## src/rtl/core/lrs_pkg.sv

```systemverilog
// Link reconnect supervisor: shared types, codes and helpers.
// No dependencies; every other file in rtl/core imports this package.
`default_nettype none

package lrs_pkg;

    // Event codes carried in item.action
    localparam logic [2:0] ACT_TICK         = 3'd0;
    localparam logic [2:0] ACT_CONNECTED    = 3'd1;
    localparam logic [2:0] ACT_GOT_ADDR     = 3'd2;
    localparam logic [2:0] ACT_DISCONNECTED = 3'd3;
    localparam logic [2:0] ACT_CONNECT_REQ  = 3'd4;
    localparam logic [2:0] ACT_AP_ONLY_ON   = 3'd5;
    localparam logic [2:0] ACT_AP_ONLY_OFF  = 3'd6;

    // Link state codes as seen on result.link_state
    localparam logic [2:0] LS_NOADDR   = 3'd0;
    localparam logic [2:0] LS_GOOD     = 3'd1;
    localparam logic [2:0] LS_APONLY   = 3'd2;
    localparam logic [2:0] LS_GENABLE  = 3'd3;
    localparam logic [2:0] LS_GDISABLE = 3'd4;
    localparam logic [2:0] LS_RECON    = 3'd5;
    localparam logic [2:0] LS_COOL     = 3'd6;

    // Configuration register indexes
    localparam int unsigned CFG_IDX_W = 3;
    localparam int unsigned CFG_DATA_W = 8;
    localparam logic [CFG_IDX_W-1:0] CFG_AP_GRACE     = 3'd0;
    localparam logic [CFG_IDX_W-1:0] CFG_CONN_TIMEOUT = 3'd1;
    localparam logic [CFG_IDX_W-1:0] CFG_COOLDOWN     = 3'd2;
    localparam logic [CFG_IDX_W-1:0] CFG_START_AP     = 3'd3;

    // Register reset values
    localparam logic [7:0] AP_GRACE_RST     = 8'd15;
    localparam logic [7:0] CONN_TIMEOUT_RST = 8'd10;
    localparam logic [7:0] COOLDOWN_RST     = 8'd90;

    // Internal link mode, one-hot
    typedef enum logic [6:0] {
        LM_NOADDR   = 7'b0000001,
        LM_GOOD     = 7'b0000010,
        LM_APONLY   = 7'b0000100,
        LM_GENABLE  = 7'b0001000,
        LM_GDISABLE = 7'b0010000,
        LM_RECON    = 7'b0100000,
        LM_COOL     = 7'b1000000
    } lm_t;

    typedef struct packed {
        logic [2:0] action;
        logic       is_init;
        logic       address_valid;
        logic       ap_active;
        logic       client_active;
    } item_t;

    typedef struct packed {
        logic [2:0] link_state;
        logic       start_client;
        logic       stop_client;
        logic       bring_up_ap;
        logic       force_ap;
        logic       take_down_ap;
        logic       start_name_service;
        logic       schedule_connect;
    } result_t;

    typedef struct packed {
        logic [7:0] ap_grace_ticks;
        logic [7:0] connect_timeout_ticks;
        logic [7:0] cooldown_ticks;
        logic       start_ap_only;
    } cfg_t;

    function automatic logic [2:0] lm_code(input lm_t lm);
        logic [2:0] code;
        case (lm)
            LM_NOADDR:   code = LS_NOADDR;
            LM_GOOD:     code = LS_GOOD;
            LM_APONLY:   code = LS_APONLY;
            LM_GENABLE:  code = LS_GENABLE;
            LM_GDISABLE: code = LS_GDISABLE;
            LM_RECON:    code = LS_RECON;
            LM_COOL:     code = LS_COOL;
            default:     code = LS_NOADDR;
        endcase
        return code;
    endfunction

endpackage

`default_nettype wire

```

## src/rtl/core/link_reconnect_supervisor_top.sv

```systemverilog
// Link reconnect supervisor top level: input stage, core, result register.
// Depends on lrs_pkg, lrs_cfg_regs and lrs_core.
//
//  channel   signals                                   beat carries
//  -------   ---------------------------------------   ----------------------------
//  item      item_valid, item_ready, item              one event + radio status
//  result    result_valid, result_ready, result        link state + command strobes
//  cfg       cfg_valid, cfg_ready, cfg_index, cfg_data register write (always ready)
//
// Flow: an event beat waits in the input register, is evaluated against the
//   supervisor state there and then moves into the result register; one event
//   per cycle sustained while result_ready is high.
// The supervisor state updates at the same edge that loads the result register,
//   so back-to-back events see each other's effects in order.
// Stalls: while result_ready is low the result register holds and the input
//   register can still take one more beat; item_ready drops only when both are full.
// Reset (rst_n low, asynchronous) empties both stages, clears the link state to
//   no address with all counters zero and ticks disabled, and restores the
//   register defaults (grace 15, timeout 10, cooldown 90, AP-only off).
`default_nettype none

module link_reconnect_supervisor_top (
    input  wire logic                           clk,
    input  wire logic                           rst_n,
    // event channel
    input  wire logic                           item_valid,
    output logic                                item_ready,
    input  wire lrs_pkg::item_t                 item,
    // result channel
    output logic                                result_valid,
    input  wire logic                           result_ready,
    output lrs_pkg::result_t                    result,
    // configuration write channel
    input  wire logic                           cfg_valid,
    output logic                                cfg_ready,
    input  wire logic [lrs_pkg::CFG_IDX_W-1:0]  cfg_index,
    input  wire logic [lrs_pkg::CFG_DATA_W-1:0] cfg_data
);
    import lrs_pkg::*;

    cfg_t    cfg;
    result_t core_result;

    logic    item_valid_reg,   item_valid_next;
    item_t   item_reg;
    logic    result_valid_reg, result_valid_next;
    result_t result_reg;

    logic    advance;   // result register free for a new beat this cycle
    logic    step;      // held event moves into the result register
    logic    take;      // event beat accepted from the port

    // register writes are always taken
    assign cfg_ready = 1'b1;

    lrs_cfg_regs u_cfg (
        .clk      (clk),
        .rst_n    (rst_n),
        .wr_en    (cfg_valid & cfg_ready),
        .wr_index (cfg_index),
        .wr_data  (cfg_data),
        .cfg      (cfg)
    );

    assign advance    = !result_valid_reg || result_ready;
    assign step       = item_valid_reg && advance;
    assign item_ready = !item_valid_reg || advance;
    assign take       = item_valid && item_ready;

    lrs_core u_core (
        .clk    (clk),
        .rst_n  (rst_n),
        .step   (step),
        .item   (item_reg),
        .cfg    (cfg),
        .result (core_result)
    );

    always_comb
    begin
        item_valid_next = item_valid_reg;
        if (take)
        begin
            item_valid_next = 1'b1;
        end
        else if (step)
        begin
            item_valid_next = 1'b0;
        end

        result_valid_next = result_valid_reg;
        if (step)
        begin
            result_valid_next = 1'b1;
        end
        else if (result_ready)
        begin
            result_valid_next = 1'b0;
        end
    end

    always_ff @(posedge clk or negedge rst_n)
    begin
        if (!rst_n)
        begin
            item_valid_reg   <= 1'b0;
            result_valid_reg <= 1'b0;
        end
        else
        begin
            item_valid_reg   <= item_valid_next;
            result_valid_reg <= result_valid_next;
        end
    end

    // payload: no reset needed
    always_ff @(posedge clk)
    begin
        if (take)
        begin
            item_reg <= item;
        end
        if (step)
        begin
            result_reg <= core_result;
        end
    end

    assign result_valid = result_valid_reg;
    assign result       = result_reg;

endmodule

`default_nettype wire

```

## src/rtl/core/lrs_cfg_regs.sv

```systemverilog
// Configuration register file for the link reconnect supervisor.
// Depends on lrs_pkg (cfg_t, register indexes, reset values).
`default_nettype none

module lrs_cfg_regs (
    input  wire logic                          clk,
    input  wire logic                          rst_n,
    input  wire logic                          wr_en,
    input  wire logic [lrs_pkg::CFG_IDX_W-1:0]  wr_index,
    input  wire logic [lrs_pkg::CFG_DATA_W-1:0] wr_data,
    output lrs_pkg::cfg_t                       cfg
);
    import lrs_pkg::*;

    cfg_t cfg_reg;
    cfg_t cfg_next;

    always_comb
    begin
        cfg_next = cfg_reg;
        if (wr_en)
        begin
            case (wr_index)
                CFG_AP_GRACE:     cfg_next.ap_grace_ticks        = wr_data;
                CFG_CONN_TIMEOUT: cfg_next.connect_timeout_ticks = wr_data;
                CFG_COOLDOWN:     cfg_next.cooldown_ticks        = wr_data;
                CFG_START_AP:     cfg_next.start_ap_only         = wr_data[0];
                default:          cfg_next = cfg_reg; // unmapped index: dropped
            endcase
        end
    end

    always_ff @(posedge clk or negedge rst_n)
    begin
        if (!rst_n)
        begin
            cfg_reg.ap_grace_ticks        <= AP_GRACE_RST;
            cfg_reg.connect_timeout_ticks <= CONN_TIMEOUT_RST;
            cfg_reg.cooldown_ticks        <= COOLDOWN_RST;
            cfg_reg.start_ap_only         <= 1'b0;
        end
        else
        begin
            cfg_reg <= cfg_next;
        end
    end

    assign cfg = cfg_reg;

endmodule

`default_nettype wire

```

## src/rtl/core/lrs_core.sv

```systemverilog
// Supervisor state registers and per-event update logic.
// Depends on lrs_pkg (item_t, result_t, cfg_t, lm_t, codes).
`default_nettype none

module lrs_core (
    input  wire logic    clk,
    input  wire logic    rst_n,
    input  wire logic    step,
    input  wire lrs_pkg::item_t  item,
    input  wire lrs_pkg::cfg_t   cfg,
    output lrs_pkg::result_t result
);
    import lrs_pkg::*;

    lm_t        mode_reg,  mode_next;
    logic [7:0] grace_reg, grace_next;
    logic [7:0] retry_reg, retry_next;
    logic       tick_reg,  tick_next;

    always_comb
    begin
        mode_next  = mode_reg;
        grace_next = grace_reg;
        retry_next = retry_reg;
        tick_next  = tick_reg;
        result     = '0;

        if (item.is_init)
        begin
            if (cfg.start_ap_only || (mode_reg == LM_APONLY))
            begin
                mode_next          = LM_APONLY;
                result.force_ap    = 1'b1;
                result.stop_client = 1'b1;
            end
            else
            begin
                mode_next           = LM_GENABLE;
                grace_next          = cfg.ap_grace_ticks;
                result.start_client = 1'b1;
                tick_next           = 1'b1;
            end
        end
        else
        begin
            case (item.action)
                ACT_TICK:
                begin
                    if (tick_reg)
                    begin
                        case (mode_reg)
                            LM_APONLY:
                            begin
                                result.bring_up_ap = 1'b1;
                                result.stop_client = 1'b1;
                                tick_next          = 1'b0;
                            end
                            LM_GDISABLE:
                            begin
                                if (grace_reg != 8'd0)
                                begin
                                    grace_next = grace_reg - 8'd1;
                                    // last grace tick; if client is off we stick at zero
                                    if ((grace_reg == 8'd1) && item.client_active)
                                    begin
                                        result.take_down_ap = 1'b1;
                                        mode_next           = LM_GOOD;
                                        grace_next          = cfg.ap_grace_ticks;
                                    end
                                end
                            end
                            LM_GENABLE:
                            begin
                                if (grace_reg != 8'd0)
                                begin
                                    grace_next = grace_reg - 8'd1;
                                    if ((grace_reg == 8'd1) && !item.ap_active)
                                    begin
                                        result.bring_up_ap = 1'b1;
                                        mode_next          = LM_RECON;
                                        retry_next         = cfg.connect_timeout_ticks;
                                    end
                                end
                            end
                            LM_RECON:
                            begin
                                if (retry_reg != 8'd0)
                                begin
                                    retry_next = retry_reg - 8'd1;
                                    if (retry_reg == 8'd1)
                                    begin
                                        result.stop_client = 1'b1;
                                        mode_next          = LM_COOL;
                                        retry_next         = cfg.cooldown_ticks;
                                    end
                                end
                            end
                            LM_COOL:
                            begin
                                if (retry_reg != 8'd0)
                                begin
                                    retry_next = retry_reg - 8'd1;
                                    if (retry_reg == 8'd1)
                                    begin
                                        result.start_client = 1'b1;
                                        mode_next           = LM_RECON;
                                        retry_next          = cfg.connect_timeout_ticks;
                                    end
                                end
                            end
                            default:
                            begin
                                mode_next = mode_reg;
                            end
                        endcase
                    end
                end
                ACT_CONNECTED:
                begin
                    mode_next = LM_NOADDR;
                end
                ACT_GOT_ADDR:
                begin
                    if (item.address_valid)
                    begin
                        if (mode_reg == LM_GENABLE)
                        begin
                            grace_next = 8'd0;
                        end
                        if (item.ap_active)
                        begin
                            mode_next  = LM_GDISABLE;
                            grace_next = cfg.ap_grace_ticks;
                        end
                        else
                        begin
                            mode_next = LM_GOOD;
                        end
                        result.start_name_service = 1'b1;
                    end
                end
                ACT_DISCONNECTED:
                begin
                    if (mode_reg == LM_GOOD)
                    begin
                        mode_next  = LM_GENABLE;
                        grace_next = cfg.ap_grace_ticks;
                    end
                end
                ACT_CONNECT_REQ:
                begin
                    result.schedule_connect = 1'b1;
                    mode_next               = LM_GENABLE;
                    grace_next              = cfg.ap_grace_ticks;
                end
                ACT_AP_ONLY_ON:
                begin
                    mode_next = LM_APONLY;
                    tick_next = 1'b1;
                end
                ACT_AP_ONLY_OFF:
                begin
                    if (mode_reg != LM_GOOD)
                    begin
                        mode_next           = LM_GDISABLE;
                        grace_next          = cfg.ap_grace_ticks;
                        tick_next           = 1'b1;
                        result.start_client = 1'b1;
                    end
                end
                default:
                begin
                    mode_next = mode_reg; // unused code: no effect
                end
            endcase
        end

        result.link_state = lm_code(mode_next);
    end

    always_ff @(posedge clk or negedge rst_n)
    begin
        if (!rst_n)
        begin
            mode_reg  <= LM_NOADDR;
            grace_reg <= 8'd0;
            retry_reg <= 8'd0;
            tick_reg  <= 1'b0;
        end
        else if (step)
        begin
            mode_reg  <= mode_next;
            grace_reg <= grace_next;
            retry_reg <= retry_next;
            tick_reg  <= tick_next;
        end
    end

endmodule

`default_nettype wire

```

## config.mk

```make
export PLATFORM = sky130hd
export DESIGN_NAME = link_reconnect_supervisor_top
export DESIGN_NICKNAME = d
export VERILOG_FILES = /design/src/rtl/core/lrs_pkg.sv /design/src/rtl/core/link_reconnect_supervisor_top.sv /design/src/rtl/core/lrs_cfg_regs.sv /design/src/rtl/core/lrs_core.sv
export SDC_FILE = /design/constraint.sdc
export NUM_CORES = 1
export LEC_CHECK = 0
export ABC_CLOCK_PERIOD_IN_PS = 3700
export BUFFER_PORTS_ARGS = -buffer_cell sky130_fd_sc_hd__buf_2
export CAP_MARGIN = 15
export CORE_MARGIN = 4
export CORE_UTILIZATION = 41
export CTS_BUF_LIST = sky130_fd_sc_hd__clkbuf_2
export DETAILED_ROUTE_END_ITERATION = 10
export SETUP_SLACK_MARGIN = 0.02
export SLEW_MARGIN = 20
export SYNTH_ARGS = -nofsm -noshare
export SYNTH_HDL_FRONTEND = slang
export SYNTH_SLANG_ARGS = --single-unit
```

## constraint.sdc

```tcl
create_clock -name clk -period 3.7 [get_ports clk]
set_input_delay 0.555 -clock clk [delete_from_list [all_inputs] [get_ports clk]]
set_output_delay 0.555 -clock clk [all_outputs]
set_load 0.02 [all_outputs]
```

==> summary.md <==
| Metric | Value |
|---|---|
| Number of nets in the synthesized netlist | `419` |
| Post-Syn Area | `about 3800 um2` |
| Die Y | `105 um` |
| Critical path arrival | `roughly 3.3 ns` |
| Count of placed standard cells in the final layout, fillers left out | `539` |
| Initial DRC Count | `227` |
| Worst skew pair latency | `0.51 ns` |
| Worst min-delay path category | `in -> async` |
| Weighted congestion reported at the end of routability-driven placement | `0.899` |
| Clock group share of total power | `22.7%` |
| Clock skew after layout | `0.0316 ns` |
| Most area-hungry cell type in the Yosys netlist | `dfrtp_1` |
| Layout cell share with drive strength beyond 1 | `a little under a quarter` |
| Slew at the pin closest to its max-slew limit | `0.870 ns` |
| FP Rows | `35` |
| Sequential fraction of the synthesis area | `46.8%` |
| Total via count in the routed design | `3180` |
| Number of global-route vias before repair | `around 3200` |
| Startpoint of the most critical register-to-register path | `u_core.retry_reg[1]$_DFFE_PN0P_` |
| Final critical-path setup slack | `0.720 ns` |
| Sum of routed wire length over all layers | `9.21 mm` |
| Antenna violations before repair | `0` |
| Power share of the combinational group | `between 20% and 30%` |
| Critical Path Slowest Stage Cell | `or4b_4` |
| DIE WIDTH | `105 um` |
| Crit-path leading delay family | `compound AO/OA/AOI/OAI gates` |
| Prevailing post-synth register cell | `dfrtp_1` |
| Number of clock sinks | `68` |
| Worst path depth | `9` |
| Warning count from the yosys run | `0` |
| Crit path from | `u_core.retry_reg[1]$_DFFE_PN0P_` |
| Maximum level of the CTS H-tree | `3` |
| Data required time at the worst endpoint | `4.02 ns` |
| Count of input and output buffers | `34` |
| Worst hold slack across all endpoints | `0.129 ns` |
| Leak Pwr | `0.00169 uW` |
| Number of flip-flops and latches in the synthesized netlist | `a little under 70` |
| Switching Share | `a little over a third` |
| Worst-path cell chain | `inv_1 > ha_1 > or4b_4 > nor3_1 > o221ai_1 > o311a_1 > o22ai_1 > nand3_1 > a221oi_2` |
| Sum Neg Setup Slack | `0 ns` |
| Number of cells traversed by the worst register-to-register path | `9` |
| Slew Limit Fails | `0` |
| Core area | `approximately 9200 um2` |
| Post-CTS Setup Inserts | `0` |
| Average footprint of a synthesized cell | `9.87 um2` |
| Average routed wire per standard cell | `around 17 um` |
| Total number of nets in the final design | `452` |
| End of the worst register-to-register path | `result[7]$_DFFE_PP_` |
| Number of buffer and inverter stages on the critical path | `1` |
| Clk buf depth | `2` |
| CTS clk-pin slew, worst paths | `0.21 ns` |
| Max-Slew Margin vs Limit | `42.0%` |
| CTS Root Buffer Type | `clkbuf_2` |
| TritonCTS clock tree | `built` |
| Most frequent cells in the layout | `40 x dfrtp_1, 38 x o21ai_0, 34 x buf_2, 31 x nor2_1` |
| Library cells used by synthesis | `70` |
| CP endpoint kind | `flop` |
| Net Sw Power | `685 uW` |
| Cell-internal power | `1280 uW` |
| Worst-case setup slack after placement | `0.837 ns` |
| RSZ-0062 raised after global routing | `false` |
| Remaining design rule violation count | `0` |
| Number of instances in the synthesized netlist | `390` |
| Critical path peak fanout | `5` |
| Number of buffers inserted by hold repair at cts | `0` |
| Outcome | `completed` |
| I/O pin total | `36` |
| Top-area cell type share of the netlist area | `26.0%` |
| DP Cell Count | `523` |
| Detailed-route vias per instance | `5.90` |
| Initial core utilization | `41.9%` |
| Part of the cycle the worst path needs | `80.5%` |
| Setup slack of the worst register-to-register path | `just over 0.7 ns` |
| Pwr/cell area | `463 nW/um2` |
| Overflow left after global routing | `0` |
| Overall power | `1970 uW` |
| First-pass GRT wire length | `15.7 mm` |
| Most frequent standard cell in the layout excluding fill and tap cells | `dfrtp_1` |
| Post-cts resize count | `0` |
| Sequential Area | `1800 um2` |
| Max frequency | `336 MHz` |
| Slowest stage delay, CP | `between 0.4 and 0.5 ns` |
| Filler instances | `between 900 and 1000` |
| Proportion of register bits with asynchronous set or reset after synthesis | `75.0%` |
| Worst VDD drop | `0.000176 V` |
| Final setup viols | `0` |
| Dpl hpwl | `6.82 mm` |
| Final worst path period need | `2.98 ns` |
| Crit path capture | `result[7]$_DFFE_PP_` |
| Final hold violations | `0` |
| Count of TritonRoute iterations in the first routing pass | `4` |
| Flop pwr share | `52.7%` |
| Die area | `11000 um2` |
| Number of enable flip-flop cells after synthesis | `17` |
| Antenna viol nets, final | `0` |
| Maximum number of pins on one net before global-route repair | `40` |
| Area added between synthesis and finish | `10.3%` |
| Area taken by multi-input logic gates | `1920 um2` |
| Flip-flop count of the largest register, all copies and words added | `25` |
| Max-Cap Viols | `0` |
| Top area cells in the synthesized netlist | `dfrtp_1 26%, edfxtp_1 13%, dfstp_2 7.5%` |
| TritonCTS Buffers | `9` |
| Overall global routing resource usage | `17.7%` |
| Critical Path Start Type | `flop` |
| Critical path class | `reg -> reg` |
| ANT cells | `0` |
-- power by group through the flow --
| stage | clock [uW] | sequential (uW) | combinational [uW] |
|---|---|---|---|
| 3_3_place_gp | 0 | 1050 | 473 |
| 3_5_place_dp | 0 | 1050 | 481 |
| 2_1_floorplan | 0 | 1020 | 357 |
| 6_report | 448 | 1040 | 484 |
| 4_1_cts | 461 | 1040 | 483 |
| 5_1_grt | 492 | 1060 | 546 |
-- worst min path at each step --
stage                                     from  slack (ns)  cells after the start                    endpoint
finish                                   rst_n        0.13                      1    u_cfg.cfg[6]$_DFFE_PN0P_
floorplan                                rst_n        0.26                      0  item_valid_reg$_DFFE_PN0P_
global placement    item_valid_reg$_DFFE_PN0P_        0.47                      1    result_valid$_DFFE_PN0P_
global route                             rst_n        0.15                      1   u_cfg.cfg[22]$_DFFE_PN0P_
detailed placement  item_valid_reg$_DFFE_PN0P_        0.49                      1    result_valid$_DFFE_PN0P_
CTS                                      rst_n        0.12                      1   u_cfg.cfg[22]$_DFFE_PN0P_
-- stage by stage --
stage | instance area, um2 | util (%)
floorplan | 3850 | -
global placement | 4130 | 44.9
detailed placement | 4130 | 44.9
CTS | 4250 | 46.2
global route | 4250 | 46.2
finish | 4250 | 46.2
-- worst reg2reg max path, delay by kind of cell (launching register included) --
family	cells	cell delay (ns)
fa+ha+maj	1	0.14
simple gates	3	0.98
buf+inv	1	0.11
flops	1	0.44
compound gates	4	1.14
-- cell type report --
type | instances | area share, %
clock buffers | 9 | 1.06
clock inverters | 7 | 1.71
inverters | 14 | 1.24
multi-input cells | 290 | 45.3
flip-flops and latches | 68 | 42.4
well taps | 111 | 3.27
repair buffers | 40 | 5.07
-- synth_stat cells, types with 5 or more instances --
cell and count:
o21ai_0 38, nor3_1 18, inv_1 13, nor2_1 31
o21ai_1 8, edfxtp_1 17, a31oi_1 6, a221oi_1 5
nand2_1 25, dfstp_2 11, dfrtp_1 40, ha_1 6
nor3b_1 5, nand3_1 5, nor4_1 6, a21oi_1 23
or3_1 5, mux2_2 25, clkbuf_1 14, nand2b_1 10
-- per-layer routing --
layer / part of all wire (%) / global-route usage (%) / wire length [um] / vias up
met4: 1.7 / 6.19 / 161 / 0
met5: 0 / 0 / 0 / -
met1: 48 / 24.5 / 4400 / 1533
met3: 3.7 / 2.84 / 339 / 15
met2: 47 / 28.0 / 4310 / 86
li1: - / - / - / 1546
-- cell families (layout without fill, tap and decap cells) --
family,count (synthesis),count (layout),synth area share [%]
and+or+nand+nor,136,136,19.9
DFF,68,68,46.8
muxes,26,26,7.57
other,1,1,0.0974
xor gates and xnor gates,3,3,0.683
buffers and inverters,32,70,3.28
AOI/OAI and AO/OA,118,118,19.8
adders and majority gates,6,6,1.95
(Power assumes the default switching activity.)
